**src/sv/dbd_pkg.sv**
```systemverilog
// Shared types and constants for the detection box decoder.
// Used by dbd_argmax, dbd_axis_map and detection_box_decode.
`default_nettype none
package dbd_pkg;

	// configuration port
	localparam int CFG_IDX_W  = 3;
	localparam int CFG_DATA_W = 24;

	typedef enum logic [CFG_IDX_W-1:0] {
		REG_SCORE_THRESHOLD = 3'd0,
		REG_PAD_LEFT        = 3'd1,
		REG_PAD_TOP         = 3'd2,
		REG_INVERSE_SCALE   = 3'd3,
		REG_IMAGE_WIDTH     = 3'd4,
		REG_IMAGE_HEIGHT    = 3'd5,
		REG_CLASS_COUNT     = 3'd6
	} cfg_reg_t;

	// box layout and image limits
	localparam int BOX_FIELDS = 4;
	localparam int MAX_DIM    = 8192;
	localparam int DIM_W      = 14;

	// finished box with its winning class, handed to the mapping stages
	typedef struct packed {
		logic signed [31:0] cx;
		logic signed [31:0] cy;
		logic signed [31:0] w;
		logic signed [31:0] h;
		logic        [7:0]  best_class;
		logic        [30:0] best_score;
	} box_item_t;

endpackage
`default_nettype wire

```
**src/sv/dbd_argmax.sv**
```systemverilog
// Element sequencer: stores the four box values and tracks the class argmax.
// Depends on dbd_pkg; loads a finished box into the first pipeline stage.
`default_nettype none
module dbd_argmax import dbd_pkg::*; #(
	parameter int MAX_CLASSES = 128
) (
	input  wire logic               clk,
	input  wire logic               arst_n,
	input  wire logic               accept,
	input  wire logic signed [31:0] element,
	input  wire logic        [16:0] score_threshold,
	input  wire logic        [7:0]  class_count,
	output logic                    emit,
	output box_item_t               item_s1
);

	localparam int IDX_W = $clog2(MAX_CLASSES + BOX_FIELDS);
	localparam int CLS_W = $clog2(MAX_CLASSES + 1);
	localparam int CNT_W = 10;

	logic        [IDX_W-1:0] idx_q;
	logic signed [31:0]      max_q;
	logic        [CLS_W-1:0] cls_q;
	logic                    has_q;
	logic signed [31:0]      box_q [BOX_FIELDS];

	logic        [CNT_W-1:0] nc;
	logic        [CNT_W-1:0] last_pos;
	logic                    is_last;
	logic                    is_box;
	logic                    gt;
	logic signed [31:0]      max_n;
	logic        [CLS_W-1:0] cls_n;
	logic                    has_n;
	logic        [IDX_W-1:0] cidx;
	logic        [CLS_W+7:0] cls_ext;

	// limit the class count to 1..MAX_CLASSES and find the last position
	always_comb begin
		if (class_count == 8'd0) begin
			nc = CNT_W'(1);
		end else if (CNT_W'(class_count) > CNT_W'(MAX_CLASSES)) begin
			nc = CNT_W'(MAX_CLASSES);
		end else begin
			nc = CNT_W'(class_count);
		end
		last_pos = CNT_W'(BOX_FIELDS - 1) + nc;
		is_last  = CNT_W'(idx_q) >= last_pos;
		is_box   = idx_q < IDX_W'(BOX_FIELDS);
	end

	// strict greater test, first maximum wins
	always_comb begin
		cidx  = idx_q - IDX_W'(BOX_FIELDS);
		gt    = !is_box && (element > max_q);
		max_n = gt ? element : max_q;
		cls_n = gt ? cidx[CLS_W-1:0] : cls_q;
		has_n = has_q | gt;
		emit  = is_last && ($unsigned(max_n) >= {15'd0, score_threshold});
		cls_ext = {8'd0, cls_n};
	end

	// advance the row position and the running maximum
	always_ff @(posedge clk or negedge arst_n) begin
		if (!arst_n) begin
			idx_q <= '0;
			max_q <= '0;
			cls_q <= '0;
			has_q <= 1'b0;
		end else if (accept) begin
			if (is_last) begin
				idx_q <= '0;
				max_q <= '0;
				cls_q <= '0;
				has_q <= 1'b0;
			end else begin
				idx_q <= idx_q + IDX_W'(1);
				max_q <= max_n;
				cls_q <= cls_n;
				has_q <= has_n;
			end
		end
	end

	// hold the box values
	always_ff @(posedge clk) begin
		if (accept && is_box) begin
			box_q[idx_q[1:0]] <= element;
		end
	end

	// load the finished box
	always_ff @(posedge clk) begin
		if (accept && emit) begin
			item_s1.cx         <= box_q[0];
			item_s1.cy         <= box_q[1];
			item_s1.w          <= box_q[2];
			item_s1.h          <= box_q[3];
			item_s1.best_class <= has_n ? cls_ext[7:0] : 8'hFF;
			item_s1.best_score <= max_n[30:0];
		end
	end

endmodule
`default_nettype wire

```
**config.mk**
```make
export PLATFORM = sky130hd
export DESIGN_NAME = dbd_argmax
export DESIGN_NICKNAME = d
export VERILOG_FILES = /design/src/sv/dbd_pkg.sv /design/src/sv/dbd_argmax.sv
export SDC_FILE = /design/constraint.sdc
export NUM_CORES = 1
export LEC_CHECK = 0
export BUFFER_PORTS_ARGS = -buffer_cell sky130_fd_sc_hd__buf_2
export CORE_UTILIZATION = 30
export CTS_CLUSTER_SIZE = 20
export DETAILED_ROUTE_END_ITERATION = 10
export PLACE_DENSITY = 0.5
export SLEW_MARGIN = 5
export SYNTH_ARGS = -nofsm -noshare
export SYNTH_HDL_FRONTEND = slang
export SYNTH_SLANG_ARGS = --single-unit
```
**constraint.sdc**
```tcl
create_clock -name clk -period 18.3 [get_ports clk]
set_input_delay 0.915 -clock clk [delete_from_list [all_inputs] [get_ports clk]]
set_output_delay 0.915 -clock clk [all_outputs]
set_load 0.05 [all_outputs]
```
Yosys cells after proc, flatten, opt, wreduce, memory -nomap -nowiden
Memory sizes are Yosys's and may differ from the RTL's. A register that Yosys moved wholly into a read port is not among the register bits.
Cells that the tools add are included.
{"block": "word_totals", "regBits": 88, "output_inout_bits": 168, "ram_bits": 128, "elab_cells": 32, "n_memories": 1}
{"block": "op_classes", "n_mux": 10, "n_reduce_logical": 6, "n_addsub": 3, "n_lt_le_gt_ge": 5, "bitwise_logic": 1}
{"memory": "box_q", "words": 4, "word_bits": 32, "read_ports": 4, "rd_clocked_by_memory_dff": 4, "write_ports": 1, "line": "dbd_argmax.sv:25", "rtl": "logic signed [31:0] box_q [BOX_FIELDS];"}
{"operator": "32-bit two-way mux", "count": 2}
{"operator": "32-bit by 17-bit >= comparator with 1-bit output", "count": 1}
{"operator": "32-bit > comparator", "count": 1}
{"operator": "8-bit two-way mux", "count": 4}
{"operator": "2-bit by 10-bit adder with 10-bit output (first input constant)", "count": 1}
{"operator": "8-bit by 10-bit >= comparator with 1-bit output", "count": 1}
{"operator": "10-bit two-way mux", "count": 1}
{"operator": "8-bit by 1-bit adder with 8-bit output (second input constant)", "count": 1}
{"operator": "8-bit > comparator (second input constant)", "count": 1}
{"operator": "8-bit zero test", "count": 1}
{"operator": "8-bit by 3-bit less-than comparator with 1-bit output (second input constant)", "count": 1}
{"operator": "8-bit by 3-bit subtractor with 8-bit output (second input constant)", "count": 1}
{"operator": "1-bit logical AND", "count": 4}
{"operator": "1-bit two-way mux", "count": 3}
{"operator": "1-bit zero test", "count": 1}
{"operator": "1-bit OR", "count": 1}

Longest topological paths before layout
Gate-level depths: netlist of run 1.
{"block": "logic_depth", "depth_word": 7, "ltp_mapped": 18, "ltp_nobuf": 16}

Least setup slack after synthesis of run 1
No wires, ideal clock.
{"block": "synth_timing", "kind": "input to register", "from": "in element[1]", "to": "reg item_s1[0] (netlist bit) (enable)", "slack_ps": 5703, "cell_stages": 15, "setup_time_ps": 750, "path_buffers": 2, "t_required_ps": 17550, "arrival_ps": 11847, "path_cell_list": "ha_1 nor2b_1 o211ai_1 a2111oi_0 o31a_1 o31ai_4 buf_4 buf_4 mux2_1 ha_1 o211ai_1 nor4_1 o41ai_1 o211a_1 a21oi_1"}
{"block": "synth_via", "elab_chain_cells": 6}
{"item": "start, declared", "line": "dbd_argmax.sv:10", "rtl": "input wire logic signed [31:0] element,"}
{"item": "32-bit > comparator", "line": "dbd_argmax.sv:55", "rtl": "gt = !is_box && (element > max_q);"}
{"item": "1-bit logical AND", "line": "dbd_argmax.sv:55"}
{"item": "32-bit two-way mux", "line": "dbd_argmax.sv:56", "rtl": "max_n = gt ? element : max_q;"}
{"item": "named net max_n[11]", "line": "dbd_argmax.sv:32", "rtl": "logic signed [31:0] max_n;"}
{"item": "32-bit by 17-bit >= comparator with 1-bit output", "line": "dbd_argmax.sv:59", "rtl": "emit = is_last && ($unsigned(max_n) >= {15'd0, score_threshold});"}
{"item": "1-bit logical AND", "line": "dbd_argmax.sv:59"}
{"item": "1-bit logical AND", "line": "dbd_argmax.sv:94", "rtl": "if (accept && emit) begin"}
{"item": "end, declared", "line": "dbd_argmax.sv:14", "rtl": "output box_item_t item_s1"}
The timed path passes the listed nets, and every way through them passes these cells.
A chain may end at the register's enable or synchronous reset.

Worst setup path in the final report of run 1
{"block": "layout_timing", "from": "in element[1]", "to": "reg item_s1[13] (netlist bit) (enable)"}
Same word-level chain as after synthesis.

==> metrics.cfg, run 1 <==
[clock_tree]
post_cts_resized = 0
cts.sinks = 344
cts_buffers = 39
clk_pin_slew_ns = 0.06
cts_hold_buf = 0
cts_tree = done
post_cts_buffers = 0
clock_latency_ns = 0.54
htreeDepth = 2
clockBufferDepth = 3
root_buffer = clkbuf_16

[synth]
synth_async_sr_flop_share = 0.142
synth-seq-area-share = 0.775
ys_dominant_reg_cell = edfxtp_1
synth_area_leader_cell = edfxtp_1
yosys-top-cells-area = edfxtp_1 (68%), dfrtp_1 (9.4%), ha_1 (6.2%)
yosysTopAreaCellShare = 0.681
synth_edf_count = 295
synth_warnings = 0
yosys.cell_types.count = 51
synth_seq_cells = 344
syn_nets = 863
synthesis.area_mm2 = 0.0130
avgSynthCellArea_um2 = 17.6
synthCells = 739

[place]
io_buffers = 227
dp.cells = 1536
pre_cts_slack_ns = 10.15
dp_hpwl_mm = 20.5
gp_congestion = 0.759
place_area_mm2 = 0.0149

[power]
finalPower_mw = 2.67
p_per_area_mw_per_mm2 = 164
p_leak_nw = 6.29
vdd_ir_drop_max_mv = 0.0556

[timing]
finalCritPeriodShare = 0.406
period_needed_ns = 7.43
fmax_mhz = 135
tns_ns = 0
finalHoldViolCount = 0
setup_ws_ns = 10.87
worstMarginPinSlew_ns = 1.09
max-slew-margin-rel = 0.273
slew_viol_final = 0
fin_worst_skew_ns = 0.0188
setup_viol = 0
grt_setup_unrepaired = no

[setup_path]
crit_type = in2reg
arrival_ns = 7.59
crit_path_start_kind = primary input
worstSetupEndpointType = flip-flop
cp_max_fo = 70
crit_start = element[1]
cp.required_ns = 18.46
reg2reg_from = max_q[1]

[outcome]
status = completed

[global_routing]
grt_pass1_vias = 7201
grt_pass1_wl_mm = 45.5
grt_max_degree = 71
overflow = 0
track_usage = 0.140
antenna_found_initial = 3

[floorplanning]
io_pins = 228
die_w_um = 210
die_area_mm2 = 0.0442
chipHeight_um = 210
rows = 75
core_mm2 = 0.0423
start_util = 0.308

[job]
drv_cap = 0

[min_path]
hp-class = reg2reg
worstHoldStart = box_q[0][23]

[routing]
first_pass_iters = 5
drc = 0
drtIter0Drc = 403
ant_nets = 0
wire_per_inst_um = 19.2
finalWirelength_mm = 30.9
routed_via_density = 4.46
via_count = 7163

[final_layout]
final_cells = 1607
syn_to_final_growth_pct = 24.5
fin_area_mm2 = 0.0162
drive_gt1_frac = 0.310
fin_nets = 1124

-- worst max-delay path, cell delays in order --
cell       delay (ns)
buf_2            0.14
ha_1             0.31
nor2b_1          0.13
o211ai_1         0.18
a2111oi_0        0.15
o31a_1           0.37
o31ai_4          0.70
buf_4            0.56
mux2_1           0.40
ha_1             0.32
o211ai_1         0.10
nor4_1           0.29
o41ai_1          0.13
o211a_1          0.18
a21oi_4          0.85
buf_4            0.85
buf_4            0.82
-- routing by layer --
| layer | part of all wire | GRT usage |
|---|---|---|
| met5 | 0.00042 | 0 |
| met2 | 0.47 | 0.220 |
| met3 | 0.064 | 0.0413 |
| met4 | 0.025 | 0.0456 |
| met1 | 0.44 | 0.185 |
-- flip-flops by register name, indices dropped and copies added (netlist names) --
signal   count
item_s1    167
box_q      128
max_q       32
cls_q        8
idx_q        8
has_q        1
-- worst paths after layout --
kind,endpoint,slack [ns],depth (start not counted)
setup / recovery,item_s1[13],10.87,17
hold / removal,item_s1[158],0.41,0
setup reg to reg,item_s1[13],11.01,17
hold reg to reg,item_s1[158],0.41,0
max in group asynchronous,max_q[28],17.29,2
min in group asynchronous,idx_q[7],0.51,2
-- report_power, final --
| part | internal, mW | switching, mW |
|---|---|---|
| Clock | 0.504 | 0.307 |
| Sequential | 1.02 | 0.0680 |
| Combinational | 0.259 | 0.509 |
-- synth_stat cells (all sizes together) (2+ instances only) --
library cell / number
a22o: 33
nand2b: 8
xnor2: 9
nor4: 9
o211ai: 2
o31ai: 2
nor3: 10
xor2: 2
and3: 5
a21o: 4
ha: 64
nand3: 7
mux2i: 7
o2bb2ai: 5
nand2: 19
o21ai: 11
a2111oi: 2
o22ai: 6
dfrtp: 49
o21a: 3
inv: 60
mux2: 30
nor2b: 8
a21oi: 29
nand3b: 2
a31oi: 4
clkbuf: 3
nor2: 12
buf: 13
edfxtp: 295
nand4: 13
-- final cells by class --
type,instances,area [um2]
repair buffers,236,1200
multi-input cells,319,2630
inverters,60,225
clock buffers,48,1080
flip-flops and latches,344,10100
well taps,577,722
clock inverters,21,259
diodes,2,5.00
fillers,3943,26100
-- kinds of logic after synthesis --
family / Yosys count / share of synthesized area
muxes: 37 / 0.0313
xor gates and xnor gates: 11 / 0.00740
DFF: 344 / 0.775
buffers and inverters: 76 / 0.0247
AOI/OAI and AO/OA: 111 / 0.0612
and+or+nand+nor: 96 / 0.0390
adders and majority gates: 64 / 0.0615
-- cells in the final DEF (no fill, tap or decap), types with 5 or more instances in the layout --
cell type and instances:
edfxtp_1 295, buf_2 227, ha_1 64, inv_1 60, dfrtp_1 49, clkbuf_16 41
a22o_1 33, a21oi_1 27, nand2_1 19, mux2_2 17, nand4_1 13, mux2_1 13
nor2_1 11, nor3_1 10, o21ai_0 9, nor4_1 9, xnor2_1 9, buf_4 9
nor2b_1 8, nand2b_1 8, clkinv_1 8, nand3_1 7, mux2i_1 7, o22ai_1 6
bufinv_16 6, o2bb2ai_1 5
-- through the flow --
| stage | hold slack (ns) | util |
|---|---|---|
| after floorplan | 0.400 | - |
| after global placement | 0.401 | 0.351 |
| after detailed placement | 0.405 | 0.351 |
| after CTS | 0.411 | 0.383 |
| after global routing | 0.416 | 0.383 |
| final | 0.415 | 0.383 |
Note: power is estimated with default switching activity, not from simulation.
==> run 2: changes to the inputs <==
--- a/config.mk
+++ b/config.mk
@@ -9,7 +9,7 @@
 export CORE_UTILIZATION = 30
 export CTS_CLUSTER_SIZE = 20
 export DETAILED_ROUTE_END_ITERATION = 10
-export PLACE_DENSITY = 0.5
+export PLACE_DENSITY = 0.52
 export SLEW_MARGIN = 5
 export SYNTH_ARGS = -nofsm -noshare
 export SYNTH_HDL_FRONTEND = slang
==> constraint.sdc (replaced) <==
create_clock -name clk -period 6.6 [get_ports clk]
set_input_delay 0.33 -clock clk [delete_from_list [all_inputs] [get_ports clk]]
set_output_delay 0.33 -clock clk [all_outputs]
set_load 0.05 [all_outputs]
==> metrics.cfg, run 2 (synthesized netlist as in run 1, its figures left out) <==
[outcome]
status = completed

[timing]
grt_setup_unrepaired = no
holdWs_ns = 0.0851
tns_ns = 0
finalCritPeriodShare = 0.879
fin_worst_skew_ns = 0.0133
setup_viol = 0
worstMarginPinSlew_ns = 1.11
max-slew-margin-rel = 0.262
finalHoldViolCount = 0
slew_viol_final = 0
period_needed_ns = 5.80
fmax_mhz = 172

[place]
gp_congestion = 0.762
dp_hpwl_mm = 20.0
io_buffers = 227

[setup_path]
cp_max_fo = 35
crit_buf_inv = 3
crit_chain = inv_1 -> ha_1 -> nor2b_1 -> o211ai_1 -> a2111oi_0 -> o31a_1 -> o31ai_4 -> buf_4 -> mux2_1 -> ha_1 -> a211oi_1 -> o22ai_1 -> o41ai_1 -> o211a_1 -> a21oi_1 -> buf_2
crit_type = reg2out
rrSetupSlack_ns = 0.96
worstSetupEndpointType = output pin
worst_path_most_repeated_cell = ha_1
critical-path-max-stage-delay_ns = 0.79
critical-path-slowest-cell = o31ai_4
cp.required_ns = 6.27
crit_path_start_kind = flip-flop
cp_top_family = compound AO/OA/AOI/OAI gates
arrival_ns = 5.47

[floorplanning]
start_util = 0.308
die_area_mm2 = 0.0442
rows = 75
core_mm2 = 0.0423
chipHeight_um = 210
die_w_um = 210
io_pins = 228

[clock_tree]
cts_tree = done
htreeDepth = 2
post_cts_resized = 0
clock_latency_ns = 0.52
clk_pin_slew_ns = 0.06
root_buffer = clkbuf_16
cts.sinks = 344
clockBufferDepth = 3
cts_buffers = 38

[global_routing]
track_usage = 0.138
overflow = 0
grt_max_degree = 102
antenna_found_initial = 2
grt_pass1_vias = 7298
grt_pass1_wl_mm = 45.3

[power]
intPower_mw = 4.91
p_leak_nw = 6.27
p_comb_frac = 0.290
p_per_area_mw_per_mm2 = 455
vdd_ir_drop_max_mv = 0.206
p_seq_frac = 0.410
clkPwrFrac = 0.300
swShare = 0.333
power.switching_mw = 2.45

[final_layout]
final_common_cell = edfxtp_1
largest_register = item_s1
final_cell_mix = edfxtp_1 (295), buf_2 (227), ha_1 (64), inv_1 (60), dfrtp_1 (49)
syn_to_final_growth_pct = 24.4
drive_gt1_frac = 0.307
multi_input_area_mm2 = 0.00263
diodes = 0
nFillCells = 3943
seqCellArea_mm2 = 0.0101
fin_nets = 1123
largest_reg_flops = 167

[routing]
via_count = 7142
wire_per_inst_um = 19.0
first_pass_iters = 5
ant_nets = 0
drtIter0Drc = 492
finalWirelength_mm = 30.6
routed_via_density = 4.45
drc = 0

[job]
drv_cap = 0

[min_path]
hp-class = in2reg

==> run 2: cell types whose count changed in the layout (fill, tap and decap cells not counted), sizes merged <==
cell	delta
diode	-2
buf	-1
clkbuf	+1
clkinv	-1
clkinvlp	+1
dlygate4sd3	+1
==> run 2: timing repair <==
action                    4_1_cts  5_1_grt
setup buffers                   0        0
hold buffers                    1        0
hold endpoints to repair       49        0
==> run 2: layer usage <==
layer / vias to the layer above / GRT usage / wire length [um]
li1: 3368 / - / -
met1: 3515 / 0.177 / 13100
met2: 205 / 0.232 / 14900
met3: 50 / 0.0308 / 1870
met4: 4 / 0.0443 / 754
met5: - / 0 / 32
==> run 2: final timing paths <==
kind | startpoint | end | cells after the start
worst min register to register | box_q[3][0] | item_s1[39] | 0
min in group asynchronous | arst_n | cls_q[7] | 3
max in group asynchronous | arst_n | max_q[23] | 3
worst max-delay path | max_q[1] | emit | 16
worst max register to register | max_q[1] | item_s1[128] | 16
worst min-delay path | element[0] | box_q[0][0] | 1
==> run 2: power groups by stage <==
stage / sequential, mW / clock (mW) / combinational, mW
after detailed placement: 3.06 / 0 / 2.16
after global placement: 3.06 / 0 / 2.13
after CTS: 3.02 / 2.28 / 2.17
after global routing: 3.06 / 2.36 / 2.37
final: 3.02 / 2.21 / 2.13
after floorplan: 3.47 / 0 / 1.19
==> run 2: layout make-up <==
cell class,count,area share
clock buffer,49,0.0652
tap,577,0.0446
clock inverter,21,0.0158
multi-input combinational,319,0.162
timing repair buffer,236,0.0753
sequential,344,0.623
inverter,60,0.0139
==> run 2: per-stage QoR <==
stage / area (um2) / instances / power, mW / setup WS (ns) / utilization
after CTS: 16200 / 1606 / 7.47 / 0.681 / 0.383
after floorplan: 13000 / 739 / 4.67 / 0.142 / -
final: 16200 / 1606 / 7.36 / 0.798 / 0.383
after global routing: 16200 / 1606 / 7.78 / 0.283 / 0.383
after global placement: 14900 / 1535 / 5.19 / 0.857 / 0.351
after detailed placement: 14900 / 1535 / 5.22 / 0.820 / 0.351
==> run 3: changes to the inputs <==
--- a/config.mk
+++ b/config.mk
@@ -7,6 +7,7 @@
 export LEC_CHECK = 0
 export BUFFER_PORTS_ARGS = -buffer_cell sky130_fd_sc_hd__buf_2
 export CORE_UTILIZATION = 30
+export CTS_BUF_LIST = sky130_fd_sc_hd__clkbuf_4 sky130_fd_sc_hd__clkbuf_8
 export CTS_CLUSTER_SIZE = 20
 export DETAILED_ROUTE_END_ITERATION = 10
 export PLACE_DENSITY = 0.52
==> metrics.cfg, run 3 (synthesized netlist as in run 1, its figures left out) <==
[clock_tree]
post_cts_buffers = 0
cts_hold_buf = 18
htreeDepth = 2
clk_pin_slew_ns = 0.06
clock_latency_ns = 0.61
cts_tree = done
cts.sinks = 344
clockBufferDepth = 3
post_cts_resized = 0
root_buffer = clkbuf_8
cts_buffers = 58

[final_layout]
diodes = 0
multi_input_area_mm2 = 0.00263
nFillCells = 3912
final_cell_mix = edfxtp_1 (295), buf_2 (227), clkbuf_8 (67), ha_1 (64), inv_1 (60)
fin_nets = 1160
syn_to_final_growth_pct = 26.7
largest_register = item_s1
seqCellArea_mm2 = 0.0101
drive_gt1_frac = 0.333
largest_reg_flops = 167
final_common_cell = edfxtp_1
final_cells = 1662

[routing]
via_count = 7370
drc = 0
wire_per_inst_um = 18.6
finalWirelength_mm = 30.9
drtIter0Drc = 423
ant_nets = 0
routed_via_density = 4.43
first_pass_iters = 5

[timing]
finalHoldViolCount = 0
setup_viol = 0
setup_ws_ns = 0.721
slew_viol_final = 0
worstMarginPinSlew_ns = 1.11
finalCritPeriodShare = 0.891
fmax_mhz = 170
tns_ns = 0
max-slew-margin-rel = 0.262
fin_worst_skew_ns = 0.0305
holdWs_ns = 0.0540
grt_setup_unrepaired = no
period_needed_ns = 5.88

[place]
dp.cells = 1535
dp_hpwl_mm = 20.0
pre_cts_slack_ns = 0.820
gp_congestion = 0.762
io_buffers = 227

[power]
p_leak_nw = 6.44
p_comb_frac = 0.287
clkPwrFrac = 0.309
p_seq_frac = 0.404
power.switching_mw = 2.48
intPower_mw = 4.99
p_per_area_mw_per_mm2 = 453
vdd_ir_drop_max_mv = 0.163
swShare = 0.331

[global_routing]
grt_max_degree = 102
grt_pass1_vias = 7520
overflow = 0
grt_pass1_wl_mm = 46.0
track_usage = 0.140
antenna_found_initial = 0

[setup_path]
cp_max_fo = 35
crit_chain = dlygate4sd3_1 -> buf_2 -> ha_1 -> nor2b_1 -> o211ai_1 -> a2111oi_0 -> o31a_1 -> o31ai_4 -> buf_4 -> mux2_1 -> ha_1 -> a211oi_1 -> o22ai_1 -> o41ai_1 -> o211a_1 -> a21oi_1 -> buf_2
cp.required_ns = 6.27
crit_path_start_kind = primary input
critical-path-slowest-cell = o31ai_4
critical-path-max-stage-delay_ns = 0.77
worstSetupEndpointType = output pin
crit_type = in2out
arrival_ns = 5.55

[floorplanning]
die_w_um = 210
core_mm2 = 0.0423
chipHeight_um = 210
start_util = 0.308
rows = 75
io_pins = 228
die_area_mm2 = 0.0442

[min_path]
hp-class = in2reg

[outcome]
status = completed

[job]
drv_cap = 0

run 3: layout make-up:
class	instances	share of cell area
Sequential cell	344	0.611
Multi-Input combinational cell	319	0.159
Timing Repair Buffer	253	0.0842
Clock buffer	81	0.0623
Tap cell	577	0.0438
Clock inverter	28	0.0253
Inverter	60	0.0137
run 3: layer usage:
metal	GRT usage	part of all wire	vias up
met5	0	0	-
met4	0.0513	0.028	0
met3	0.0334	0.056	67
met2	0.231	0.48	217
met1	0.178	0.43	3632
li1	-	-	3454
run 3: path summary, 6_finish.rpt:
path                       slack, ns    startpoint  depth (start not counted)      endpoint
setup / recovery                0.72    element[1]                         17          emit
setup reg to reg                0.96      max_q[1]                         16   item_s1[22]
hold / removal                  0.05   element[27]                          1  box_q[3][27]
max in group asynchronous       5.68        arst_n                          3     max_q[17]
hold reg to reg                 0.41  box_q[1][31]                          0  item_s1[134]
min in group asynchronous       0.39        arst_n                          3      idx_q[6]
run 3: critical path, delay by kind of cell:
kind                     cells  cell delay, ns
adder cells (fa/ha/maj)      2            0.60
buffers and inverters        4            1.52
AO/OA/AOI/OAI                9            2.54
AND/OR/NAND/NOR              1            0.13
multiplexers                 1            0.40
run 3: per-stage QoR:
step	area [um2]	utilization	power, mW
detailed placement	14900	0.351	5.22
global placement	14900	0.351	5.19
CTS	16500	0.390	7.58
floorplan	13000	-	4.67
finish	16500	0.390	7.47
global route	16500	0.390	7.90
run 3: power by group through the flow:
stage | registers [mW] | clock network [mW] | logic [mW]
final | 3.02 | 2.31 | 2.14
after global routing | 3.06 | 2.47 | 2.37
after CTS | 3.02 | 2.38 | 2.18
after detailed placement | 3.06 | 0 | 2.16
after global placement | 3.06 | 0 | 2.13
after floorplan | 3.47 | 0 | 1.19
